File: src/rtl/core/assert_macros.svh
// Assertion helpers shared by the RTL.
`ifndef ASSERT_MACROS_SVH
`define ASSERT_MACROS_SVH

// Same-cycle implication, checked out of reset.
`define ASSERT_SAME(label, clk, rst, ante, cons, msg) \
   label: assert property (@(posedge clk) disable iff (rst) (ante) |-> (cons)) \
      else $error(msg);

// Next-cycle implication, checked out of reset.
`define ASSERT_NEXT(label, clk, rst, ante, cons, msg) \
   label: assert property (@(posedge clk) disable iff (rst) (ante) |=> (cons)) \
      else $error(msg);

`endif

File: src/rtl/core/nirl_pkg.sv
package nirl_pkg;

   localparam int unsigned CODE_W    = 32;
   localparam int unsigned BAR_W     = 4;
   localparam int unsigned LED_W     = 8;
   localparam int unsigned BUTTONS   = 9;
   localparam int unsigned CSR_ADDR_W = 5;
   localparam int unsigned CSR_DATA_W = 32;

   typedef enum logic [2:0] {
      REG_LEAD_LOW      = 3'd0,
      REG_LEAD_HIGH     = 3'd1,
      REG_REPEAT_LOW    = 3'd2,
      REG_REPEAT_HIGH   = 3'd3,
      REG_GAP_LIMIT     = 3'd4,
      REG_ONE_THRESHOLD = 3'd5,
      REG_PLUS_CODE     = 3'd6,
      REG_MINUS_CODE    = 3'd7
   } reg_index_type;

   typedef struct packed {
      logic [7:0]        lead_low;
      logic [7:0]        lead_high;
      logic [7:0]        repeat_low;
      logic [7:0]        repeat_high;
      logic [7:0]        gap_limit;
      logic [7:0]        one_threshold;
      logic [CODE_W-1:0] plus_code;
      logic [CODE_W-1:0] minus_code;
   } cfg_type;

   localparam cfg_type CFG_RESET = '{
      lead_low:      8'd201,
      lead_high:     8'd221,
      repeat_low:    8'd166,
      repeat_high:   8'd186,
      gap_limit:     8'd40,
      one_threshold: 8'd26,
      plus_code:     32'h00FF_A857,
      minus_code:    32'h00FF_E01F
   };

   typedef struct packed {
      logic [LED_W-1:0]  led_pattern;
      logic              frame_done;
      logic [CODE_W-1:0] frame_code;
      logic              button_valid;
      logic [3:0]        button_index;
      logic              repeat_seen;
      logic              frame_error;
   } result_type;

   localparam logic [CODE_W-1:0] BUTTON_CODES [BUTTONS] = '{
      32'h00FF_6897, 32'h00FF_30CF, 32'h00FF_18E7, 32'h00FF_7A85, 32'h00FF_10EF,
      32'h00FF_38C7, 32'h00FF_5AA5, 32'h00FF_42BD, 32'h00FF_4AB5
   };

   // Low n bits set; n above eight lights the whole bar.
   function automatic logic [LED_W-1:0] thermometer(input logic [3:0] n);
      logic [LED_W-1:0] pat;
      for (int k = 0; k < LED_W; k++) begin
         pat[k] = (n > 4'(k));
      end
      return pat;
   endfunction

endpackage

File: src/rtl/core/nirl_csr.sv
module nirl_csr (
   input  logic                                clock,
   input  logic                                reset,
   input  logic                                psel,
   input  logic                                penable,
   input  logic                                pwrite,
   input  logic [nirl_pkg::CSR_ADDR_W-1:0]     paddr,
   input  logic [nirl_pkg::CSR_DATA_W-1:0]     pwdata,
   output logic [nirl_pkg::CSR_DATA_W-1:0]     prdata,
   output nirl_pkg::cfg_type                   cfg
);

   nirl_pkg::cfg_type       cfg_ff;
   nirl_pkg::cfg_type       cfg_in;
   nirl_pkg::reg_index_type index;
   logic                    write_en;

   assign index    = nirl_pkg::reg_index_type'(paddr[4:2]);
   assign write_en = psel && penable && pwrite;

   always_comb begin
      cfg_in = cfg_ff;
      if (write_en) begin
         case (index)
            nirl_pkg::REG_LEAD_LOW:      cfg_in.lead_low      = pwdata[7:0];
            nirl_pkg::REG_LEAD_HIGH:     cfg_in.lead_high     = pwdata[7:0];
            nirl_pkg::REG_REPEAT_LOW:    cfg_in.repeat_low    = pwdata[7:0];
            nirl_pkg::REG_REPEAT_HIGH:   cfg_in.repeat_high   = pwdata[7:0];
            nirl_pkg::REG_GAP_LIMIT:     cfg_in.gap_limit     = pwdata[7:0];
            nirl_pkg::REG_ONE_THRESHOLD: cfg_in.one_threshold = pwdata[7:0];
            nirl_pkg::REG_PLUS_CODE:     cfg_in.plus_code     = pwdata;
            nirl_pkg::REG_MINUS_CODE:    cfg_in.minus_code    = pwdata;
            default:                     cfg_in = cfg_ff;
         endcase
      end
   end

   always_comb begin
      case (index)
         nirl_pkg::REG_LEAD_LOW:      prdata = {24'd0, cfg_ff.lead_low};
         nirl_pkg::REG_LEAD_HIGH:     prdata = {24'd0, cfg_ff.lead_high};
         nirl_pkg::REG_REPEAT_LOW:    prdata = {24'd0, cfg_ff.repeat_low};
         nirl_pkg::REG_REPEAT_HIGH:   prdata = {24'd0, cfg_ff.repeat_high};
         nirl_pkg::REG_GAP_LIMIT:     prdata = {24'd0, cfg_ff.gap_limit};
         nirl_pkg::REG_ONE_THRESHOLD: prdata = {24'd0, cfg_ff.one_threshold};
         nirl_pkg::REG_PLUS_CODE:     prdata = cfg_ff.plus_code;
         nirl_pkg::REG_MINUS_CODE:    prdata = cfg_ff.minus_code;
         default:                     prdata = '0;
      endcase
   end

   always_ff @(posedge clock) begin
      if (reset) begin
         cfg_ff <= nirl_pkg::CFG_RESET;
      end else begin
         cfg_ff <= cfg_in;
      end
   end

   assign cfg = cfg_ff;

endmodule

File: src/rtl/core/nirl_decode.sv
module nirl_decode #(
   parameter int unsigned FRAME_BITS = 32,
   parameter int unsigned BAR_MAX    = 8
) (
   input  logic                 clock,
   input  logic                 reset,
   input  logic                 advance,
   input  logic [7:0]           interval,
   input  logic                 overflow,
   input  nirl_pkg::cfg_type    cfg,
   output nirl_pkg::result_type result
);

   localparam int unsigned BITS_W = $clog2(FRAME_BITS + 1);

   logic [BITS_W-1:0]                 bits_ff, bits_in;
   logic [nirl_pkg::CODE_W-1:0]       shift_ff, shift_in;
   logic [nirl_pkg::BAR_W-1:0]        bar_ff, bar_in;
   logic [nirl_pkg::LED_W-1:0]        port_ff, port_in;

   logic                              idle;
   logic                              lead_hit;
   logic                              repeat_hit;
   logic [nirl_pkg::CODE_W-1:0]       shifted;
   logic                              match_any;
   logic [3:0]                        match_idx;

   assign idle       = (bits_ff >= BITS_W'(FRAME_BITS));
   assign lead_hit   = (interval > cfg.lead_low) && (interval < cfg.lead_high) && !overflow;
   assign repeat_hit = (interval > cfg.repeat_low) && (interval < cfg.repeat_high)
                       && !overflow;
   assign shifted    = {shift_ff[nirl_pkg::CODE_W-2:0], (interval > cfg.one_threshold)};

   // First button in table order wins.
   always_comb begin
      match_any = 1'b0;
      match_idx = '0;
      for (int i = nirl_pkg::BUTTONS - 1; i >= 0; i--) begin
         if (nirl_pkg::BUTTON_CODES[i] == shifted) begin
            match_any = 1'b1;
            match_idx = 4'(i);
         end
      end
   end

   always_comb begin
      bits_in  = bits_ff;
      shift_in = shift_ff;
      bar_in   = bar_ff;
      port_in  = port_ff;
      result   = '0;
      if (idle) begin
         if (lead_hit) begin
            shift_in = '0;
            bits_in  = '0;
         end else if (repeat_hit) begin
            result.repeat_seen = 1'b1;
         end
      end else if ((interval > cfg.gap_limit) || overflow) begin
         bits_in            = BITS_W'(FRAME_BITS);
         result.frame_error = 1'b1;
      end else begin
         shift_in = shifted;
         bits_in  = bits_ff + 1'b1;
         if (bits_ff == BITS_W'(FRAME_BITS - 1)) begin
            result.frame_done = 1'b1;
            if (shifted == cfg.plus_code) begin
               if (bar_ff < nirl_pkg::BAR_W'(BAR_MAX)) begin
                  bar_in = bar_ff + 1'b1;
               end
            end else if (shifted == cfg.minus_code) begin
               if (bar_ff != '0) begin
                  bar_in = bar_ff - 1'b1;
               end
            end
            if (match_any) begin
               result.button_valid = 1'b1;
               result.button_index = match_idx;
               port_in             = nirl_pkg::thermometer(match_idx);
            end else begin
               port_in = nirl_pkg::thermometer(bar_in);
            end
         end
      end
      result.led_pattern = port_in;
      result.frame_code  = shift_in;
   end

   always_ff @(posedge clock) begin
      if (reset) begin
         bits_ff  <= BITS_W'(FRAME_BITS);
         shift_ff <= '0;
         bar_ff   <= '0;
         port_ff  <= '0;
      end else if (advance) begin
         bits_ff  <= bits_in;
         shift_ff <= shift_in;
         bar_ff   <= bar_in;
         port_ff  <= port_in;
      end
   end

endmodule

File: src/rtl/core/nec_ir_frame_decoder_led_bar_unit.sv
// Channel   | Direction | Handshake             | Payload
// req       | in        | req_valid / req_stall | req_interval, req_overflow
// rsp       | out       | rsp_valid / rsp_stall | led, frame, button, repeat, error flags
// csr       | in        | csr_psel / csr_penable| eight registers at byte address 4*i
//
// One transaction per edge is taken every cycle while req_stall is low; a result is
// presented once its request has passed the input register, then the result register.
// The decode step is a single compare-and-shift between those two registers.
// Reset is synchronous and active high; it restores the register defaults
// and returns the decoder to idle with an empty shift register and bar.
// A stalled result holds in its register while one more request waits in
// the input register; only then does req_stall rise.
`include "assert_macros.svh"

module nec_ir_frame_decoder_led_bar_unit #(
   parameter int unsigned FRAME_BITS = 32,
   parameter int unsigned BAR_MAX    = 8
) (
   input  logic                                clock,
   input  logic                                reset,
   // request channel
   input  logic                                req_valid,
   output logic                                req_stall,
   input  logic [7:0]                          req_interval,
   input  logic                                req_overflow,
   // result channel
   output logic                                rsp_valid,
   input  logic                                rsp_stall,
   output logic [7:0]                          rsp_led_pattern,
   output logic                                rsp_frame_done,
   output logic [31:0]                         rsp_frame_code,
   output logic                                rsp_button_valid,
   output logic [3:0]                          rsp_button_index,
   output logic                                rsp_repeat_seen,
   output logic                                rsp_frame_error,
   // register port
   input  logic                                csr_psel,
   input  logic                                csr_penable,
   input  logic                                csr_pwrite,
   input  logic [nirl_pkg::CSR_ADDR_W-1:0]     csr_paddr,
   input  logic [nirl_pkg::CSR_DATA_W-1:0]     csr_pwdata,
   output logic [nirl_pkg::CSR_DATA_W-1:0]     csr_prdata,
   output logic                                csr_pready
);

   // input register
   logic                 req_valid_ff, req_valid_in;
   logic [7:0]           interval_ff;
   logic                 overflow_ff;
   // result register
   logic                 rsp_valid_ff, rsp_valid_in;
   nirl_pkg::result_type rsp_ff;

   nirl_pkg::cfg_type    cfg;
   nirl_pkg::result_type step;
   logic                 out_free;
   logic                 advance;
   logic                 req_accept;

   assign csr_pready = 1'b1;

   nirl_csr u_csr (
      .clock   (clock),
      .reset   (reset),
      .psel    (csr_psel),
      .penable (csr_penable),
      .pwrite  (csr_pwrite),
      .paddr   (csr_paddr),
      .pwdata  (csr_pwdata),
      .prdata  (csr_prdata),
      .cfg     (cfg)
   );

   // Result register can take a new transaction when empty or being drained.
   assign out_free   = !rsp_valid_ff || !rsp_stall;
   assign advance    = req_valid_ff && out_free;
   assign req_stall  = req_valid_ff && !out_free;
   assign req_accept = req_valid && !req_stall;

   nirl_decode #(
      .FRAME_BITS (FRAME_BITS),
      .BAR_MAX    (BAR_MAX)
   ) u_decode (
      .clock    (clock),
      .reset    (reset),
      .advance  (advance),
      .interval (interval_ff),
      .overflow (overflow_ff),
      .cfg      (cfg),
      .result   (step)
   );

   always_comb begin
      // Fill on accept, drop once the step has moved into the result register.
      if (req_accept) begin
         req_valid_in = 1'b1;
      end else if (advance) begin
         req_valid_in = 1'b0;
      end else begin
         req_valid_in = req_valid_ff;
      end
      // Hold a stalled result, drop a taken one.
      if (advance) begin
         rsp_valid_in = 1'b1;
      end else if (rsp_stall) begin
         rsp_valid_in = rsp_valid_ff;
      end else begin
         rsp_valid_in = 1'b0;
      end
   end

   always_ff @(posedge clock) begin
      if (reset) begin
         req_valid_ff <= 1'b0;
         rsp_valid_ff <= 1'b0;
      end else begin
         req_valid_ff <= req_valid_in;
         rsp_valid_ff <= rsp_valid_in;
      end
   end

   always_ff @(posedge clock) begin
      if (req_accept) begin
         interval_ff <= req_interval;
         overflow_ff <= req_overflow;
      end
      if (advance) begin
         rsp_ff <= step;
      end
   end

   assign rsp_valid        = rsp_valid_ff;
   assign rsp_led_pattern  = rsp_ff.led_pattern;
   assign rsp_frame_done   = rsp_ff.frame_done;
   assign rsp_frame_code   = rsp_ff.frame_code;
   assign rsp_button_valid = rsp_ff.button_valid;
   assign rsp_button_index = rsp_ff.button_index;
   assign rsp_repeat_seen  = rsp_ff.repeat_seen;
   assign rsp_frame_error  = rsp_ff.frame_error;

   // A completed frame and an abort are exclusive outcomes of one edge.
   `ASSERT_SAME(a_done_vs_error, clock, reset, rsp_valid_ff,
      !(rsp_ff.frame_done && rsp_ff.frame_error), "frame_done and frame_error together")
   // A button match only exists on a completed frame.
   `ASSERT_SAME(a_button_needs_done, clock, reset, rsp_valid_ff && rsp_ff.button_valid,
      rsp_ff.frame_done, "button_valid without frame_done")
   // Repeat codes are only seen while idle, never on a frame edge.
   `ASSERT_SAME(a_repeat_alone, clock, reset, rsp_valid_ff && rsp_ff.repeat_seen,
      !rsp_ff.frame_done && !rsp_ff.frame_error, "repeat_seen mixed with frame flags")
   // A step that leaves the input register always lands as a valid result.
   `ASSERT_NEXT(a_advance_lands, clock, reset, advance, rsp_valid_ff, "advanced step lost")

endmodule
File: config.mk
export PLATFORM = sky130hd
export DESIGN_NAME = nec_ir_frame_decoder_led_bar_unit
export DESIGN_NICKNAME = d
export VERILOG_FILES = /design/src/rtl/core/nirl_pkg.sv /design/src/rtl/core/nirl_csr.sv /design/src/rtl/core/nirl_decode.sv /design/src/rtl/core/nec_ir_frame_decoder_led_bar_unit.sv
export VERILOG_INCLUDE_DIRS = /design/src /design/src/rtl/core
export SDC_FILE = /design/constraint.sdc
export NUM_CORES = 1
export LEC_CHECK = 0
export BUFFER_PORTS_ARGS = -buffer_cell sky130_fd_sc_hd__buf_4
export CAP_MARGIN = 10
export CORE_AREA = 2 2 160 147
export CTS_CLUSTER_DIAMETER = 50
export DETAILED_ROUTE_END_ITERATION = 8
export DIE_AREA = 0 0 162 149
export GPL_TIMING_DRIVEN = 0
export MAX_ROUTING_LAYER = met4
export PLACE_DENSITY = 0.75
export SLEW_MARGIN = 5
export SYNTH_ARGS = -nofsm -noshare
export SYNTH_HDL_FRONTEND = slang
export SYNTH_HIERARCHICAL = 1
export SYNTH_SLANG_ARGS = --single-unit
File: constraint.sdc
create_clock -name clock -period 5.11 [get_ports clock]
set_input_delay 0 -clock clock [delete_from_list [all_inputs] [get_ports clock]]
set_output_delay 0 -clock clock [all_outputs]
set_load 0.02 [all_outputs]
==> qor.yml, run 1 <==
cts_tree: "yes"
relSlewSlack_pct: 45.66
fin_worst_skew_ns: 0.02407
final_util_pct: 65.11
ys_top_cells_by_area: "dfxtp_1 27%, edfxtp_1 14%, nand2_1 8.2%"
grt_pass1_vias: 10230
initialDrtViolationCount: 1256
synthAdderAreaFrac_pct: 5.233
synth.cell_area_um2: 11950
finalSetupTns_ns: 0
fin_nets: 1687
viasPerCell: 5.797
synth_fp_nets: 1481
die_h_um: 149
synth_seq_cells: 221
hpwl_mm: 26.18
critPathArrivalTime_ns: 4.42
initial_core_util_pct: 52.71
clock-root-buffer: "clkbuf_16"
total_leakage_power_nw: 5.889
dr.pass1.iters: 5
muxShareOfSynthArea_pct: 2.177
hold_path_class: "in2reg"
ys_seq_area_share_pct: 41.78
grt.total_usage_pct: 30.19
wl_mm: 35.78
yosysTopAreaCell: "dfxtp_1"
synth_top_family_by_area: "simple AND/OR/NAND/NOR gates"
vias: 11060
syn2layout_area_growth_pct: 23.53
synth_compound_area_share_pct: 18.17
cts.sinks: 221
core_um2: 22680
rsz0062_at_grt: "no"
run_status: "finished, final reports clean"
synthDistinctLibCells: 82
synth-edff-count: 57
wl_per_cell_um: 18.75
finalMaxSlewViolations: 0
final_common_cell: "nand2_1"
htreeDepth: 1
synthXorXnorAreaFrac_pct: 4.616
drc: 0
grt_pass1_wl_mm: 55.94
diodes: 0
crit_fanout: 8
n_fill_cell: 1924
ys_warn_count: 6
synth_area_per_cell_um2: 8.675
postRouteAntennaNets: 0
overflow: 0
regArea_um2: 4995
start_kind: "flip-flop"
peakVddDrop_uv: 246.8
ios: 136
max_freq_ghz: 0.2514
clkLatencyLatePin_ns: 0.55
end_kind: "flip-flop"
syn_inst: 1378
fin_total_pwr_mw: 4.264
drive_gt1_share_pct: 16.50
synth_ff_type: "dfxtp_1"
required_ns: 5.55
clk_pin_slew_ns: 0.06
rows: 53
pwr_density_cell_nw_per_um2: 288.8
ys_async_sr_fraction_pct: 0
die_w_um: 162
layout_common_cells: "261 x nand2_1, 164 x dfxtp_1, 131 x buf_4"
io_buffers: 123
gp_congestion: 0.9756
multi_input_area_um2: 6168
cts-buffers-inserted: 29
critical_path_class: "reg2reg"
maxCapViolations: 0
min_period_over_period_pct: 77.86
setup_viol: 0
worst_slew_pin_slew_ns: 0.8076
cts_setup_buffers: 0
hold_viol_final: 0
period_minus_slack_ns: 3.978
grt_max_degree: 32
cts_buffer_depth: 3
yosys.area_share.simple_pct: 21.28
dieArea_um2: 24140
netlist.area_leader.share_pct: 27.46
grt_antenna_before_repair: 0
==> timing repair <==
item / 4_1_cts / 5_1_grt
endpoints found under the hold margin: 142 / 0
hold buffers: 51 / 0
resized for setup: 0 / 0
==> sequential cells by signal, indices dropped and copies added (netlist names), 4 cells and up <==
register           flops
rsp_led_pattern        8
u_decode/bar_ff        4
rsp_frame_code        32
u_decode/bits_ff       6
u_decode/port_ff       8
u_csr/cfg            112
rsp_button_index       4
u_decode/shift_ff     32
interval_ff            8
==> metrics by stage <==
step	area (um^2)	setup WS, ns	hold slack, ns	cells
floorplan	11950	0.9674	0.06244	1378
global placement	13260	-0.6403	0.1784	1803
detailed placement	13290	1.236	0.1793	1804
CTS	14770	1.233	0.005147	1908
global route	14770	0.9016	0.04343	1908
finish	14770	1.132	0.02522	1908
==> final cells by class <==
type	instances	share of cell area (%)
Timing Repair Buffer	175	9.846
Clock buffer	34	5.177
Sequential cell	221	33.82
Clock inverter	19	1.390
Buffer	115	3.703
Tap cell	302	2.559
Multi-Input combinational cell	974	41.77
Inverter	68	1.729
==> cell usage after synthesis (all sizes together) (5+ instances only) <==
master,n
o22ai,5
inv,67
ha,50
nand2b,12
and2,7
xnor2,55
a211oi,9
nor4,17
xor2,8
or2,6
nor2,66
a221oi,14
nand3,18
a211o,16
nand4,20
a31oi,8
nor2b,21
a21o,9
buf,62
nor3,18
o21ai,73
a22o,62
nand3b,43
mux2i,17
and3,6
edfxtp,57
clkbuf,53
a21oi,80
nand2,261
mux2,8
dfxtp,164
==> worst max-delay path, cell delays in order, from the launching register on <==
cell,delay [ns]
edfxtp_1,0.52
ha_1,0.34
nor2b_1,0.13
o211a_1,0.23
o21bai_1,0.41
a21oi_1,0.29
a311oi_1,0.71
nand2_1,0.28
nor3_1,0.48
o22ai_1,0.19
a311oi_1,0.29
==> logic make-up after synthesis <==
kind of cell / after synthesis
and+or+nand+nor: 517
other: 1
adders and majority gates: 50
DFF: 221
xor gates and xnor gates: 63
AOI/OAI and AO/OA: 318
muxes: 25
buffers and inverters: 183
==> routing by layer <==
layer	vias to the layer above	global-route usage [%]	part of all wire [%]
met4	0	6.504	2.1
met5	-	-	0
li1	5264	-	-
met1	5270	41.84	44
met3	70	4.782	8.3
met2	457	47.02	45
==> where the power goes <==
group          leakage (nW)  total (mW)  switching [mW]  internal (mW)
logic                  3.57       0.381           0.218          0.163
registers              1.84        1.85          0.0246           1.83
clock network         0.476        2.03           0.798           1.23
==> final timing paths <==
| check | start | end | slack [ns] | depth (start not counted) |
|---|---|---|---|---|
| min | csr_psel | u_csr/cfg[35] | 0.03 | 5 |
| max reg2reg | interval_ff[1] | u_decode/port_ff[1] | 1.13 | 10 |
| max | interval_ff[1] | u_decode/port_ff[1] | 1.13 | 10 |
| min reg2reg | u_decode/shift_ff[31] | u_decode/shift_ff[31] | 0.47 | 2 |
Power figures use the tool's default switching activity.
==> run 2: changes to the inputs <==
CORE_AREA = 2 2 159 145   (was 2 2 160 147)
DIE_AREA = 0 0 161 147   (was 0 0 162 149)
PLACE_DENSITY = 0.73   (was 0.75)
clock period = 4.13 ns   (was 5.11 ns; I/O delays follow)
==> qor.yml, run 2 (synthesized netlist as in run 1, its figures left out) <==
n_fill_cell: 1861
diodes: 0
overflow: 0
gp_congestion: 0.9624
rows: 52
hold_viol_final: 0
viasPerCell: 5.768
fin_nets: 1686
start_kind: "flip-flop"
cts-buffers-inserted: 28
wl_mm: 35.50
dr.pass1.iters: 6
postRouteAntennaNets: 0
worst_slew_pin_slew_ns: 0.8032
place_area_um2: 13280
core_um2: 22120
vias: 10970
crit_fanout: 8
wl_per_cell_um: 18.67
pre_cts_slack_ns: 0.2740
grt_pass1_wl_mm: 54.92
finalMaxSlewViolations: 0
drive_gt1_share_pct: 16.64
setup_viol: 0
critPathArrivalTime_ns: 4.41
layout_common_cells: "261 x nand2_1, 164 x dfxtp_1, 131 x buf_4"
grt.total_usage_pct: 30.02
die_w_um: 161
multi_input_area_um2: 6168
hold_path_class: "in2reg"
initial_core_util_pct: 54.04
regArea_um2: 4995
rsz0062_at_grt: "no"
cts_setup_buffers: 0
max_freq_ghz: 0.2522
ios: 136
pwr_density_cell_nw_per_um2: 355.3
run_status: "finished, final reports clean"
clkLatencyLatePin_ns: 0.53
dieArea_um2: 23670
fin_worst_skew_ns: 0.01612
final_common_cell: "nand2_1"
cts_buffer_depth: 3
cts.sinks: 221
min_period_over_period_pct: 96.01
htreeDepth: 1
clock-root-buffer: "clkbuf_16"
relSlewSlack_pct: 45.70
drc: 0
finalSetupTns_ns: 0
die_h_um: 147
clk_pin_slew_ns: 0.06
grt_max_degree: 32
initialDrtViolationCount: 1120
period_minus_slack_ns: 3.965
cts_resized: 0
maxCapViolations: 0
hpwl_mm: 25.64
largest_reg_flops: 112
final_cell_area_um2: 14760
critical_path_class: "reg2reg"
setup_ws_ns: 0.1648
grt_antenna_before_repair: 0
end_kind: "flip-flop"
required_ns: 4.57
syn2layout_area_growth_pct: 23.45
io_buffers: 123
grt_pass1_vias: 10210
cts_tree: "yes"
peakVddDrop_uv: 292.9
total_leakage_power_nw: 5.893
[run 2: path summary, 6_finish.rpt]
kind                         start               endpoint  slack [ns]  depth (start not counted)
max                 interval_ff[1]    u_decode/port_ff[1]        0.16                         10
min                     csr_pwrite          u_csr/cfg[64]        0.01                          4
max reg2reg         interval_ff[1]    u_decode/port_ff[1]        0.16                         10
min reg2reg  u_decode/shift_ff[31]  u_decode/shift_ff[31]        0.48                          2
[run 2: worst max-delay path, cell delays in order (launching register included)]
cell      delay [ns]
edfxtp_1        0.53
ha_1            0.35
nor2b_1         0.14
o211a_1         0.22
o21bai_1        0.43
a21oi_1         0.29
a311oi_1        0.72
nand2_1         0.25
nor3_1          0.48
o22ai_1         0.18
a311oi_1        0.29
[run 2: cell type report]
class                           count  area share, %
Buffer                            115          3.705
Clock buffer                       35          5.342
Clock inverter                     17          1.204
Inverter                           68          1.730
Multi-Input combinational cell    974          41.80
Sequential cell                   221          33.85
Tap cell                          297          2.518
Timing Repair Buffer              175          9.852
[run 2: through the flow]
step,hold WS (ns),total power [mW],util (%),instances
6_report,0.01449,5.242,66.71,1902
2_1_floorplan,0.06244,2.579,-,1378
5_1_grt,0.03729,5.404,66.71,1902
3_3_place_gp,0.1783,2.753,59.91,1798
4_1_cts,0.002622,5.264,66.71,1902
3_5_place_dp,0.1795,2.762,60.03,1799
[run 2: what timing repair did]
item / in CTS / in global routing
hold buffers: 51 / 0
endpoints found under the setup margin: 0 / 0
endpoints found under the hold margin: 140 / 0
[run 2: per-layer routing]
layer | vias to the layer above | share of wire (%) | global-route usage, %
met2 | 481 | 44 | 45.75
li1 | 5266 | - | -
met5 | - | 0 | -
met3 | 73 | 8.2 | 3.557
met1 | 5150 | 45 | 42.15
met4 | 0 | 2.7 | 9.107
[run 2: power by group]
part | switching, mW | internal (mW) | total, mW
sequential | 0.0309 | 2.26 | 2.29
clock | 0.979 | 1.50 | 2.48
combinational | 0.269 | 0.201 | 0.470
total | 1.28 | 3.96 | 5.24
